--- config.mk ---
export PLATFORM = sky130hd
export DESIGN_NAME = touch_button_gesture_detector_unit
export DESIGN_NICKNAME = d
export VERILOG_FILES = /design/src/rtl/tbgd_pkg.sv /design/src/rtl/tbgd_cfg.sv /design/src/rtl/tbgd_core.sv /design/src/rtl/touch_button_gesture_detector_unit.sv
export SDC_FILE = /design/constraint.sdc
export NUM_CORES = 2
export LEC_CHECK = 0
export BUFFER_PORTS_ARGS = -buffer_cell sky130_fd_sc_hd__buf_2
export CORE_MARGIN = 2
export CORE_UTILIZATION = 26
export CTS_CLUSTER_DIAMETER = 50
export DETAILED_ROUTE_END_ITERATION = 10
export PLACE_DENSITY_LB_ADDON = 0.05
export SLEW_MARGIN = 20
export SYNTH_ARGS = -nofsm -noshare
export SYNTH_HDL_FRONTEND = slang
export SYNTH_SLANG_ARGS = --single-unit
--- constraint.sdc ---
create_clock -name clk -period 13.57 [get_ports clk]
set_input_delay 3.3925 -clock clk [delete_from_list [all_inputs] [get_ports clk]]
set_output_delay 3.3925 -clock clk [all_outputs]
set_load 0.02 [all_outputs]
--- src/rtl/tbgd_pkg.sv ---
package tbgd_pkg;

  // field widths fixed by the interface
  localparam int NOW_W      = 32;
  localparam int READING_W  = 16;
  localparam int LEVEL_W    = 16;
  localparam int SHORT_W    = 16;
  localparam int LONG_W     = 20;
  localparam int CMP_W      = 32;
  localparam int CFG_DATA_W = 32;
  localparam int CFG_ADDR_W = 5;
  localparam int IN_DATA_W  = 48;
  localparam int OUT_DATA_W = 24;

  // parameter defaults
  localparam int DEF_BASELINE_FRAC_BITS = 16;
  localparam int DEF_TIME_BITS          = 32;

  // baseline filter, alpha = 5243 / 2^16
  localparam int ALPHA_SHIFT = 16;
  localparam int ALPHA_ONE   = 65536;
  localparam int ALPHA_NUM   = 5243;
  localparam logic [15:0] ALPHA_KEEP_W = 16'(ALPHA_ONE - ALPHA_NUM);
  localparam logic [15:0] ALPHA_NUM_W  = 16'(ALPHA_NUM);
  localparam logic [15:0] ROUND_HALF_W = 16'(ALPHA_ONE / 2);

  // register reset values
  localparam logic [15:0] RST_CHECK_INTERVAL   = 16'd0;
  localparam logic [15:0] RST_DEBOUNCE_TIME    = 16'd50;
  localparam logic [15:0] RST_SHORT_TAP_MAX    = 16'd400;
  localparam logic [19:0] RST_LONG_PRESS_TIME  = 20'd1500;
  localparam logic [19:0] RST_VERY_LONG_TIME   = 20'd10000;
  localparam logic [15:0] RST_DOUBLE_TAP_WIN   = 16'd350;
  localparam logic [15:0] RST_TOUCH_MARGIN     = 16'd20;
  localparam logic [15:0] RST_INITIAL_BASELINE = 16'd0;

  typedef enum logic [2:0] {
    REG_CHECK_INTERVAL   = 3'd0,
    REG_DEBOUNCE_TIME    = 3'd1,
    REG_SHORT_TAP_MAX    = 3'd2,
    REG_LONG_PRESS_TIME  = 3'd3,
    REG_VERY_LONG_TIME   = 3'd4,
    REG_DOUBLE_TAP_WIN   = 3'd5,
    REG_TOUCH_MARGIN     = 3'd6,
    REG_INITIAL_BASELINE = 3'd7
  } reg_idx_t;

  typedef enum logic [2:0] {
    EV_NONE            = 3'd0,
    EV_SHORT_TAP       = 3'd1,
    EV_DOUBLE_TAP      = 3'd2,
    EV_LONG_PRESS      = 3'd3,
    EV_VERY_LONG_PRESS = 3'd4
  } gesture_ev_t;

  typedef struct packed {
    logic [15:0] check_interval;
    logic [15:0] debounce_time;
    logic [15:0] short_tap_max;
    logic [19:0] long_press_time;
    logic [19:0] very_long_press_time;
    logic [15:0] double_tap_window;
    logic [15:0] touch_margin;
  } cfg_t;

  typedef struct packed {
    logic        load;
    logic [15:0] value;
  } base_load_t;

  typedef struct packed {
    gesture_ev_t ev;
    logic        stable;
    logic        raw;
    logic [15:0] level;
  } result_t;

endpackage

--- src/rtl/tbgd_cfg.sv ---
module tbgd_cfg
  import tbgd_pkg::*;
(
  input  logic                  clk,
  input  logic                  rst,
  input  logic                  psel,
  input  logic                  penable,
  input  logic                  pwrite,
  input  logic [CFG_ADDR_W-1:0] paddr,
  input  logic [CFG_DATA_W-1:0] pwdata,
  output logic [CFG_DATA_W-1:0] prdata,
  output logic                  pready,
  output cfg_t                  cfg,
  output base_load_t            base_load
);

  logic        wr_en;
  reg_idx_t    idx;
  logic [15:0] initial_baseline;

  assign pready = 1'b1;
  assign wr_en  = psel && penable && pwrite;
  assign idx    = reg_idx_t'(paddr[CFG_ADDR_W-1:2]);

  always_ff @(posedge clk) begin
    if (rst) begin
      cfg.check_interval       <= RST_CHECK_INTERVAL;
      cfg.debounce_time        <= RST_DEBOUNCE_TIME;
      cfg.short_tap_max        <= RST_SHORT_TAP_MAX;
      cfg.long_press_time      <= RST_LONG_PRESS_TIME;
      cfg.very_long_press_time <= RST_VERY_LONG_TIME;
      cfg.double_tap_window    <= RST_DOUBLE_TAP_WIN;
      cfg.touch_margin         <= RST_TOUCH_MARGIN;
      initial_baseline         <= RST_INITIAL_BASELINE;
    end else if (wr_en) begin
      unique case (idx)
        REG_CHECK_INTERVAL:   cfg.check_interval       <= pwdata[15:0];
        REG_DEBOUNCE_TIME:    cfg.debounce_time        <= pwdata[15:0];
        REG_SHORT_TAP_MAX:    cfg.short_tap_max        <= pwdata[15:0];
        REG_LONG_PRESS_TIME:  cfg.long_press_time      <= pwdata[19:0];
        REG_VERY_LONG_TIME:   cfg.very_long_press_time <= pwdata[19:0];
        REG_DOUBLE_TAP_WIN:   cfg.double_tap_window    <= pwdata[15:0];
        REG_TOUCH_MARGIN:     cfg.touch_margin         <= pwdata[15:0];
        REG_INITIAL_BASELINE: initial_baseline         <= pwdata[15:0];
      endcase
    end
  end

  // baseline load pulse goes straight to the tracking state
  assign base_load.load  = wr_en && (idx == REG_INITIAL_BASELINE);
  assign base_load.value = pwdata[15:0];

  always_comb begin
    unique case (idx)
      REG_CHECK_INTERVAL:   prdata = 32'(cfg.check_interval);
      REG_DEBOUNCE_TIME:    prdata = 32'(cfg.debounce_time);
      REG_SHORT_TAP_MAX:    prdata = 32'(cfg.short_tap_max);
      REG_LONG_PRESS_TIME:  prdata = 32'(cfg.long_press_time);
      REG_VERY_LONG_TIME:   prdata = 32'(cfg.very_long_press_time);
      REG_DOUBLE_TAP_WIN:   prdata = 32'(cfg.double_tap_window);
      REG_TOUCH_MARGIN:     prdata = 32'(cfg.touch_margin);
      REG_INITIAL_BASELINE: prdata = 32'(initial_baseline);
    endcase
  end

endmodule

--- src/rtl/tbgd_core.sv ---
module tbgd_core
  import tbgd_pkg::*;
#(
  parameter int BASELINE_FRAC_BITS = DEF_BASELINE_FRAC_BITS,
  parameter int TIME_BITS          = DEF_TIME_BITS
) (
  input  logic                 clk,
  input  logic                 rst,
  input  cfg_t                 cfg,
  input  base_load_t           base_load,
  input  logic                 advance,
  input  logic [TIME_BITS-1:0] now,
  input  logic [READING_W-1:0] reading,
  output result_t              result
);

  localparam int F  = BASELINE_FRAC_BITS;
  localparam int BW = LEVEL_W + F;
  localparam int PW = BW + 16;
  localparam int SW = BW + 17;

  function automatic logic [CMP_W-1:0] tdiff(input logic [TIME_BITS-1:0] a,
                                             input logic [TIME_BITS-1:0] b);
    logic [TIME_BITS-1:0] d;
    d = a - b;
    return CMP_W'(d);
  endfunction

  logic [BW-1:0]        baseline_fx, baseline_fx_next;
  logic [TIME_BITS-1:0] last_check_time, last_check_time_next;
  logic [TIME_BITS-1:0] last_change_time, last_change_time_next;
  logic [TIME_BITS-1:0] press_start_time, press_start_time_next;
  logic [TIME_BITS-1:0] last_tap_release_time, last_tap_release_time_next;
  logic raw_touched, raw_touched_next;
  logic stable_touched, stable_touched_next;
  logic tap_pending, tap_pending_next;
  logic long_done, long_done_next;
  logic very_long_done, very_long_done_next;

  logic              eval;
  logic              pressed;
  logic [16:0]       thr_int;
  logic [PW-1:0]     keep_prod;
  logic [28:0]       new_prod;
  logic [SW-1:0]     filt_sum;
  logic [BW-1:0]     filt_out;
  logic [CMP_W-1:0]  held;
  logic              done;
  gesture_ev_t       ev;

  assign eval = tdiff(now, last_check_time) >= CMP_W'(cfg.check_interval);

  // touched when reading + margin sits at or below the baseline
  assign thr_int = 17'(reading) + 17'(cfg.touch_margin);
  assign pressed = {thr_int, {F{1'b0}}} <= {1'b0, baseline_fx};

  // exponential average, rounded half up
  assign keep_prod = PW'(baseline_fx) * PW'(ALPHA_KEEP_W);
  assign new_prod  = 29'(reading) * 29'(ALPHA_NUM_W);
  assign filt_sum  = SW'(keep_prod) + (SW'(new_prod) << F) + SW'(ROUND_HALF_W);
  assign filt_out  = BW'(filt_sum >> ALPHA_SHIFT);

  always_comb begin
    baseline_fx_next           = baseline_fx;
    last_check_time_next       = last_check_time;
    last_change_time_next      = last_change_time;
    press_start_time_next      = press_start_time;
    last_tap_release_time_next = last_tap_release_time;
    raw_touched_next           = raw_touched;
    stable_touched_next        = stable_touched;
    tap_pending_next           = tap_pending;
    long_done_next             = long_done;
    very_long_done_next        = very_long_done;
    ev                         = EV_NONE;
    done                       = 1'b0;
    held                       = '0;

    if (eval) begin
      last_check_time_next = now;
      if (!pressed) baseline_fx_next = filt_out;
      if (pressed != raw_touched) begin
        raw_touched_next      = pressed;
        last_change_time_next = now;
      end

      if (tdiff(now, last_change_time_next) >= CMP_W'(cfg.debounce_time) &&
          stable_touched != raw_touched_next) begin
        stable_touched_next = raw_touched_next;
        if (raw_touched_next) begin
          press_start_time_next = now;
          long_done_next        = 1'b0;
          very_long_done_next   = 1'b0;
        end else if (!long_done && !very_long_done &&
                     tdiff(now, press_start_time) <= CMP_W'(cfg.short_tap_max)) begin
          if (tap_pending &&
              tdiff(now, last_tap_release_time) <= CMP_W'(cfg.double_tap_window)) begin
            tap_pending_next = 1'b0;
            ev               = EV_DOUBLE_TAP;
            done             = 1'b1;
          end else begin
            tap_pending_next           = 1'b1;
            last_tap_release_time_next = now;
          end
        end else begin
          tap_pending_next = 1'b0;
        end
      end

      held = tdiff(now, press_start_time_next);
      if (!done && stable_touched_next) begin
        if (!very_long_done_next && held >= CMP_W'(cfg.very_long_press_time)) begin
          very_long_done_next = 1'b1;
          long_done_next      = 1'b1;
          tap_pending_next    = 1'b0;
          ev                  = EV_VERY_LONG_PRESS;
          done                = 1'b1;
        end else if (!long_done_next && held >= CMP_W'(cfg.long_press_time)) begin
          long_done_next   = 1'b1;
          tap_pending_next = 1'b0;
          ev               = EV_LONG_PRESS;
          done             = 1'b1;
        end
      end

      if (!done && tap_pending_next &&
          tdiff(now, last_tap_release_time_next) > CMP_W'(cfg.double_tap_window)) begin
        tap_pending_next = 1'b0;
        ev               = EV_SHORT_TAP;
      end
    end
  end

  always_ff @(posedge clk) begin
    if (rst) begin
      baseline_fx           <= {RST_INITIAL_BASELINE, {F{1'b0}}};
      last_check_time       <= '0;
      last_change_time      <= '0;
      press_start_time      <= '0;
      last_tap_release_time <= '0;
      raw_touched           <= 1'b0;
      stable_touched        <= 1'b0;
      tap_pending           <= 1'b0;
      long_done             <= 1'b0;
      very_long_done        <= 1'b0;
    end else if (base_load.load) begin
      baseline_fx           <= {base_load.value, {F{1'b0}}};
      last_check_time       <= '0;
      last_change_time      <= '0;
      press_start_time      <= '0;
      last_tap_release_time <= '0;
    end else if (advance) begin
      baseline_fx           <= baseline_fx_next;
      last_check_time       <= last_check_time_next;
      last_change_time      <= last_change_time_next;
      press_start_time      <= press_start_time_next;
      last_tap_release_time <= last_tap_release_time_next;
      raw_touched           <= raw_touched_next;
      stable_touched        <= stable_touched_next;
      tap_pending           <= tap_pending_next;
      long_done             <= long_done_next;
      very_long_done        <= very_long_done_next;
    end
  end

  assign result.ev     = ev;
  assign result.stable = stable_touched_next;
  assign result.raw    = raw_touched_next;
  assign result.level  = baseline_fx_next[BW-1:F];

  // a very long press always counts as a long one too
  a_vlong_implies_long: assert property (@(posedge clk) disable iff (rst)
    very_long_done |-> long_done)
    else $error("very long press done without long press done");

  // the baseline only moves on an evaluated sample that is not pressed, or on a baseline load
  a_baseline_hold: assert property (@(posedge clk) disable iff (rst)
    (advance && !base_load.load && (!eval || pressed)) |=> $stable(baseline_fx))
    else $error("baseline moved while pressed or skipped");

endmodule

--- src/rtl/touch_button_gesture_detector_unit.sv ---
// Capacitive touch button gesture detector. Each request on the s_ side carries a
// millisecond timestamp and a touch reading; exactly one result per request leaves
// on the m_ side with the gesture code, the debounced and raw touch state and the
// integer part of the tracked baseline. The unit takes one request per clock while
// m_tready is high: the input register feeds a single pass of baseline filter (two
// constant multiplies), press test and gesture logic into the result register, and
// m_tready low only stalls once both registers are full. Write the
// registers over the APB port while no request is in flight; writing the initial
// baseline register reloads the baseline and clears all stored timestamps.
module touch_button_gesture_detector_unit
  import tbgd_pkg::*;
#(
  parameter int BASELINE_FRAC_BITS = DEF_BASELINE_FRAC_BITS,
  parameter int TIME_BITS          = DEF_TIME_BITS
) (
  input  logic                  clk,
  input  logic                  rst,
  input  logic                  psel,
  input  logic                  penable,
  input  logic                  pwrite,
  input  logic [CFG_ADDR_W-1:0] paddr,
  input  logic [CFG_DATA_W-1:0] pwdata,
  output logic [CFG_DATA_W-1:0] prdata,
  output logic                  pready,
  input  logic                  s_tvalid,
  output logic                  s_tready,
  input  logic [IN_DATA_W-1:0]  s_tdata,   // now_time[31:0], reading[47:32]
  output logic                  m_tvalid,
  input  logic                  m_tready,
  output logic [OUT_DATA_W-1:0] m_tdata    // event_res[2:0], stable_touch[3],
                                           // raw_touch[4], baseline_level[20:5], zero
);

  cfg_t                 cfg;
  base_load_t           base_load;
  result_t              result;
  result_t              out_res;
  logic                 in_valid;
  logic [TIME_BITS-1:0] in_now;
  logic [READING_W-1:0] in_reading;
  logic                 advance;

  tbgd_cfg u_cfg (
    .clk       (clk),
    .rst       (rst),
    .psel      (psel),
    .penable   (penable),
    .pwrite    (pwrite),
    .paddr     (paddr),
    .pwdata    (pwdata),
    .prdata    (prdata),
    .pready    (pready),
    .cfg       (cfg),
    .base_load (base_load)
  );

  // item moves from the input register to the result register
  assign advance  = in_valid && (!m_tvalid || m_tready);
  assign s_tready = !in_valid || advance;

  always_ff @(posedge clk) begin
    if (rst) begin
      in_valid <= 1'b0;
    end else if (s_tready) begin
      in_valid <= s_tvalid;
    end
  end

  always_ff @(posedge clk) begin
    if (s_tvalid && s_tready) begin
      in_now     <= s_tdata[TIME_BITS-1:0];
      in_reading <= s_tdata[NOW_W +: READING_W];
    end
  end

  tbgd_core #(
    .BASELINE_FRAC_BITS (BASELINE_FRAC_BITS),
    .TIME_BITS          (TIME_BITS)
  ) u_core (
    .clk       (clk),
    .rst       (rst),
    .cfg       (cfg),
    .base_load (base_load),
    .advance   (advance),
    .now       (in_now),
    .reading   (in_reading),
    .result    (result)
  );

  always_ff @(posedge clk) begin
    if (rst) begin
      m_tvalid <= 1'b0;
    end else if (advance) begin
      m_tvalid <= 1'b1;
    end else if (m_tready) begin
      m_tvalid <= 1'b0;
    end
  end

  always_ff @(posedge clk) begin
    if (advance) out_res <= result;
  end

  assign m_tdata = {3'b000, out_res.level, out_res.raw, out_res.stable, out_res.ev};

  // a waiting input item is never dropped
  a_in_hold: assert property (@(posedge clk) disable iff (rst)
    (in_valid && !advance) |=> in_valid)
    else $error("input register lost an item");

  // a double tap ends on a release, long presses happen while held
  a_double_released: assert property (@(posedge clk) disable iff (rst)
    (m_tvalid && out_res.ev == EV_DOUBLE_TAP) |-> !out_res.stable)
    else $error("double tap reported while touched");

  a_long_held: assert property (@(posedge clk) disable iff (rst)
    (m_tvalid && (out_res.ev == EV_LONG_PRESS || out_res.ev == EV_VERY_LONG_PRESS))
      |-> out_res.stable)
    else $error("long press reported while released");

endmodule
# Word level (Yosys, flattened, before mapping)
# Index checks and enable logic that the tools add are counted.
[classes]
mul = 2
addsub = 9
bitwise_logic = 3
eq_ne = 9
order_cmp = 8
muxes = 60
n_reduce_logical = 41
[op_table]
columns = ["op", "count"]
rows = [
  ["2-to-1 mux 32 bit", 14],
  ["one-hot mux 32 bit (8 select lines)", 1],
  ["subtractor 32 bit", 6],
  ["greater-or-equal comparator 32 x 16 -> 1 bit", 2],
  ["greater-or-equal comparator 32 x 20 -> 1 bit", 2],
  ["less-or-equal comparator 32 x 16 -> 1 bit", 2],
  ["adder 48 x 16 -> 48 bit (second input constant)", 1],
  ["adder 48 x 45 -> 48 bit", 1],
  ["multiplier 32 x 16 -> 48 bit (second input constant)", 1],
  ["2-to-1 mux 1 bit", 38],
  ["less-or-equal comparator 33 x 32 -> 1 bit", 1],
  ["greater-than comparator 32 x 16 -> 1 bit", 1],
  ["multiplier 16 x 13 -> 29 bit (second input constant)", 1],
  ["AND reduction 2 bit", 10],
  ["2-to-1 mux 3 bit", 6],
  ["adder 16 x 16 -> 17 bit", 1],
  ["logical AND 1 bit", 14],
  ["equality test 3 bit (second input constant)", 4],
  ["logical NOT 1 bit", 8],
  ["equality test 3 x 2 -> 1 bit (second input constant)", 2],
  ["AND reduction 3 bit", 2],
  ["nonzero test 2 bit", 2],
  ["OR reduction 2 bit", 2],
  ["equality test 3 x 1 -> 1 bit (second input constant)", 1],
  ["other kinds (5)", 9],
]
[totals]
wordCells = 160
out_inout_bits = 59
regBits = 372
inputBits = 92

# Depth between registers and ports, before layout
[depth]
word_depth = 21
mapped_depth = 75
mapped_depth_nobuf = 70

# Cells and area by module
# From an unflattened synthesis, not the netlist that was laid out.
[hier_totals]
hier_cells = 4990
hier_area_um2 = 42634.6
[by_module_without_submodules]
columns = ["mod", "instances", "seq_area_each_um2", "cells_per_inst", "area_per_inst_um2"]
rows = [
  ["tbgd_core", 1, 3303.2, 4104, 34224.1],
  ["tbgd_cfg", 1, 2722.6, 803, 6208.5],
  ["touch_button_gesture_detector_unit", 1, 2112.0, 83, 2202.1],
]

# Worst setup path before layout
# OpenSTA, ideal clock, no wires.
[synth_timing]
path_kind = "register to register"
from = "register in_reading[0]"
to = "register out_res, in the netlist m_tdata[0] (data pin)"
arrival_time_ns = 13.729
slack_ns = -0.429
required_time_ns = 13.300
period_less_slack_ns = 13.999
path_buffers = 5
setup_ns = 0.270
stages_incl_launch_ff = 73
cell_sequence = "edfxtp_1 > ha_1 > inv_1 > fa_1 > nor2b_1 > o21ai_0 > a21boi_0 > o21ai_0 > a21boi_0 > o21a_1 > nand2_1 > a31oi_1 > a311o_1 > xor2_1 > ha_1 > a211oi_1 > o211ai_1 > a21oi_1 > (+37 left out) > a41oi_1 > a21oi_1 > o21ai_0 > a211oi_1 > nor2_1 > ha_1 > nand4_1 > nor3_1 > nor3b_1 > nor3_1 > nor4_1 > o311a_1 > o2111ai_1 > nor4_1 > o311ai_0 > a2111oi_1 > a31o_1 > o32ai_2"
[synth_via]
elab_chain_cells = 21
word_cells_on_any_way = 58
cone_classes = "add/sub (4); order compare (5); eq/ne (2); mux (37); reduce/logical (10)"
[synth_rtl]
columns = ["item", "line_no", "text"]
rows = [
  ["from (decl)", "touch_button_gesture_detector_unit.sv:40", "logic [READING_W-1:0] in_reading;"],
  ["from (signal assigned)", "touch_button_gesture_detector_unit.sv:72", "in_reading <= s_tdata[NOW_W +: READING_W];"],
  ["adder 16 x 16 -> 17 bit (*)", "tbgd_core.sv:54", "assign thr_int = 17'(reading) + 17'(cfg.touch_margin);"],
  ["less-or-equal comparator 33 x 32 -> 1 bit (*)", "tbgd_core.sv:55", "assign pressed = {thr_int, {F{1'b0}}} <= {1'b0, baseline_fx};"],
  ["!= test 1 bit", "tbgd_core.sv:81", "if (pressed != raw_touched) begin"],
  ["2-to-1 mux 32 bit", "tbgd_core.sv:81", ""],
  ["2-to-1 mux 32 bit", "tbgd_core.sv:78", "if (eval) begin"],
  ["subtractor 32 bit", "tbgd_core.sv:25", "d = a - b;"],
  ["greater-or-equal comparator 32 x 16 -> 1 bit", "tbgd_core.sv:86", "if (tdiff(now, last_change_time_next) >= CMP_W'(cfg.debounce_time) &&"],
  ["logical AND 1 bit", "tbgd_core.sv:86", ""],
  ["(+4 left out)", "-", ""],
  ["logical AND 1 bit", "tbgd_core.sv:117", "end else if (!long_done_next && held >= CMP_W'(cfg.long_press_time)) begin"],
  ["2-to-1 mux 1 bit", "tbgd_core.sv:117", ""],
  ["2-to-1 mux 1 bit", "tbgd_core.sv:111", "if (!very_long_done_next && held >= CMP_W'(cfg.very_long_press_time)) begin"],
  ["2-to-1 mux 1 bit", "tbgd_core.sv:110", "if (!done && stable_touched_next) begin"],
  ["2-to-1 mux 1 bit", "tbgd_core.sv:78", ""],
  ["logical NOT 1 bit", "tbgd_core.sv:125", "if (!done && tap_pending_next &&"],
  ["logical AND 1 bit (2 in a row)", "tbgd_core.sv:125", ""],
  ["2-to-1 mux 1 bit (*)", "tbgd_core.sv:125", ""],
  ["to (signal assigned)", "touch_button_gesture_detector_unit.sv:101", "if (advance) out_res <= result;"],
  ["to (decl)", "touch_button_gesture_detector_unit.sv:37", "result_t out_res;"],
]
# Mark *: on every way between the ends. The rest lies on a longest branch, timed or not. The select of a mux whose other input is x is not followed.
# A chain may end at the register's enable or synchronous reset.

# Worst setup path after layout
[layout_timing]
from = "register in_reading[1]"
to = "register out_res, in the netlist m_tdata[0] (data pin)"
# Same word-level chain as after synthesis.

==> summary.log <==
qor: outcome.status complete, but fails checks
qor: outcome.violations negative setup slack
qor: placed_design.hpwl 134.5 mm
qor: global_route.combined_global_route_utilization_of_all_metal_layers 0.2003
qor: floorplan.core.rowCount 148
qor: critical_path.crit_end_category register
qor: yosys.synth_area_leader_cell sky130_fd_sc_hd__ha_1
qor: floorplan.die_w 407.4 um
qor: cells_and_area.finalCoreUtilization 0.3286
qor: yosys.syn-instance-count 5006
qor: critical_path.cpPeakStageDelay 0.50 ns
qor: routing.routed-via-count 37810
qor: sta.skew 0.03044 ns
qor: cells_and_area.final_cell_area 53300 sq um
qor: cells_and_area.regArea 8139 sq um
qor: clocking.cts_tree done
qor: yosys.synthMuxAreaShare 0.03514
qor: sta.report.final.slew_viol_count 0
qor: sta.fmaxAchievable 71.37 MHz
qor: cells_and_area.fillers 17350
qor: clocking.clkLatencyLatePin 0.70 ns
qor: global_route.first_global_vias 37570
qor: routing.drt-wirelength-per-cell 21.35 um
qor: sta.timing.final.crit_share 1.032
qor: critical_path.path_max_fanout 7
qor: routing.first_iter_violations 2260
qor: sta.period_minus_slack 14.01 ns
qor: placed_design.placed_area 49080 sq um
qor: yosys.synth_top_area_share 0.1875
qor: critical_path.startpoint_type register
qor: critical_path.slowest_stage sky130_fd_sc_hd__a2111oi_0
qor: yosys.postSynth.asyncResetShare 0
qor: yosys.syn_area_per_cell 8.451 sq um
qor: global_route.gr-total-overflow 0
qor: clocking.number_of_clock_buffers_inserted_by_tritoncts 87
qor: cells_and_area.final_net_count 6626
qor: routing.drt_pass1_iterations 5
qor: yosys.netlist_area 42310 sq um
qor: sta.setup_repair_after_global_routing_missed_its_margin true
qor: routing.routed_wirelength 168.1 mm
qor: yosys.yosys.cell_count.top_type sky130_fd_sc_hd__ha_1
qor: routing.drc 0
qor: yosys.yosys.area_share.xor_xnor 0.03579
qor: yosys.dominant_combinational_cell_family_by_area_after_synthesis adder cells
qor: global_route.grt_pass1_wl 250.0 mm
qor: critical_path.worst_setup_path_class reg2reg
qor: power.leakagePower 23.91 nW
qor: yosys.synth_simple_gate_area_share 0.1386
qor: placed_design.gp_congestion 0.8473
qor: yosys.post_synth_fa_ha_maj_area_fraction 0.3191
qor: critical_path.timing.critical_path.required 14.10 ns
qor: routing.post_drt_via_cell_ratio 4.801
qor: yosys.synth_edf_count 69
qor: yosys.synth_ff_type sky130_fd_sc_hd__dfxtp_1
qor: floorplan.die-height 407.4 um
qor: run.max_cap_viol 0
qor: clocking.number_of_buffers_on_the_longest_clock_path 3
qor: yosys.sequential_share_of_the_synthesized_area 0.1924
qor: sta.maxSlewHeadroom 0.2913
qor: yosys.synth_compound_gate_area_share 0.2039
qor: floorplan.dieArea 166000 sq um
qor: clocking.cts-root-buf sky130_fd_sc_hd__clkbuf_16
qor: cells_and_area.area_delta_synth_final 26.00%
qor: cells_and_area.drive_above_1_share 0.1887
qor: yosys.synth_warnings 0
qor: global_route.grt_start_max_net_pins 79
qor: yosys.synth-seq-cells 372
qor: yosys.synth.lib_cells_used.distinct 105
qor: clocking.cts_sinks 372
qor: placed_design.buffer_ports.inserted 120
qor: yosys.synth_commonest_cells sky130_fd_sc_hd__ha_1 (634), sky130_fd_sc_hd__inv_1 (623), sky130_fd_sc_hd__nand2_1 (492)
qor: clocking.clock_tree.htree_level_count 3
qor: clocking.clkSlewWorstSetupHoldPaths 0.05 ns
qor: sta.transition_time_of_the_tightest_slew_check_pin 1.063 ns
qor: routing.route.antenna.remaining_nets 0
qor: sta.timing.final.setup_violations 6
qor: floorplan.boundaryPins 151
qor: sta.finalHoldViolCount 0
qor: power.ir_worst_vdd 411.2 uV
qor: floorplan.floorplan.initialDensity 0.2608
qor: yosys.ys_top_cells_by_area sky130_fd_sc_hd__ha_1 (19%), sky130_fd_sc_hd__dfxtp_1 (14%), sky130_fd_sc_hd__fa_1 (13%)
qor: global_route.grt_antenna_before_repair 5
qor: critical_path.path_common_cell sky130_fd_sc_hd__buf_4
qor: sta.final.setup.worst_slack -0.4406 ns
qor: floorplan.placeable_area 162200 sq um
qor: power.pwr_density_cell 246.2 nW/um^2
qor: cells_and_area.multi_input_comb_area 31860 sq um
qor: critical_path.crit_arrival 14.54 ns
qor: min_path.holdCritPathClass reg2reg
[area by class of cell]
class / instances / area share
timing repair buffer: 700 / 0.09570
clock inverter: 66 / 0.01545
clock buffer: 98 / 0.04335
tap: 2175 / 0.05105
antenna: 3 / 0.0001408
multi-input combinational: 3837 / 0.5977
inverter: 624 / 0.04394
sequential: 372 / 0.1527
[timing repair]
action | in CTS | in global routing
setup endpoints to repair | 6 | 6
gates resized for setup | 113 | 54
pin swaps | 89 | 52
hold buffers | 0 | 0
gates cloned | 1 | 0
setup buffers | 30 | 11
[sequential cells by signal, summed over array words and instances (netlist names), 21 cells and up]
| signal | cells |
|---|---|
| u_core.press_start_time | 32 |
| u_core.last_tap_release_time | 32 |
| in_now | 32 |
| u_core.last_check_time | 32 |
| m_tdata | 21 |
| u_core.baseline_fx | 32 |
| u_cfg.cfg | 120 |
| u_core.last_change_time | 32 |
[worst paths after layout]
path	slack, ns	end	from	depth (start not counted)
max	-0.44	m_tdata[0]$_SDFFCE_PP0P_	in_reading[1]$_DFFE_PP_	68
min	0.45	u_core.last_check_time[9]$_SDFFE_PP0P_	u_core.last_check_time[9]$_SDFFE_PP0P_	2
max reg2reg	-0.44	m_tdata[0]$_SDFFCE_PP0P_	in_reading[1]$_DFFE_PP_	68
min reg2reg	0.45	u_core.last_check_time[9]$_SDFFE_PP0P_	u_core.last_check_time[9]$_SDFFE_PP0P_	2
[stage by stage]
stage,hold WS [ns],total power (W),TNS (ns),std cells,setup WS (ns)
2_1_floorplan,0.4329,0.007952,0,5020,0.04162
3_3_place_gp,0.4415,0.01098,-8.631,7669,-1.708
3_5_place_dp,0.4465,0.01092,-9.226,7669,-1.819
4_1_cts,0.4528,0.01338,-3.560,7864,-0.7690
5_1_grt,0.4669,0.01456,-6.412,7872,-1.223
6_report,0.4505,0.01312,-2.000,7875,-0.4406
[cell families after synthesis]
logic type	count (synthesis)
AOI/OAI and AO/OA	1305
and+or+nand+nor	1294
adders and majority gates	912
buffers and inverters	811
DFF	372
xor gates and xnor gates	172
muxes	138
other	2
[critical path: cells and delay by family, from the launching register on]
kind	cells	cell delay, ns
AOI/OAI and AO/OA	30	6.96
buffers and inverters	12	1.68
xor gates and xnor gates	2	0.30
adders and majority gates	6	1.52
DFF	1	0.41
muxes	2	0.56
and+or+nand+nor	16	2.34
[per-layer routing]
layer | vias to the layer above | share of wire | track usage
met3 | 138 | 0.038 | 0.02426
met4 | 0 | 0.015 | 0.03365
li1 | 18780 | - | -
met5 | - | 0 | 0
met2 | 686 | 0.44 | 0.3118
met1 | 18210 | 0.51 | 0.2978
[cells in the final DEF (no fill, tap or decap), drive strengths merged, types with 15 or more instances in the layout]
cell and count:
a211oi 131, a21boi 18, a21o 110, a21oi 443
a22oi 15, a31oi 42, and2 17, and3 25
buf 699, clkbuf 99, clkinv 33, clkinvlp 17
conb 16, dfxtp 303, edfxtp 69, fa 278
ha 634, inv 627, mux2i 117, nand2 492
nand2b 51, nand3 75, nand4 43, nor2 378
nor2b 36, nor3 64, nor4 21, o2111ai 17
o211ai 58, o21a 52, o21ai 208, o21bai 23
o22ai 15, or3 27, xnor2 99, xor2 73
[power breakdown]
part           switching [W]  internal [W]
clock               0.000791       0.00148
sequential         0.0000499       0.00132
combinational        0.00559       0.00389
total                0.00643       0.00669
No activity file was read; power rests on OpenSTA's default activity.
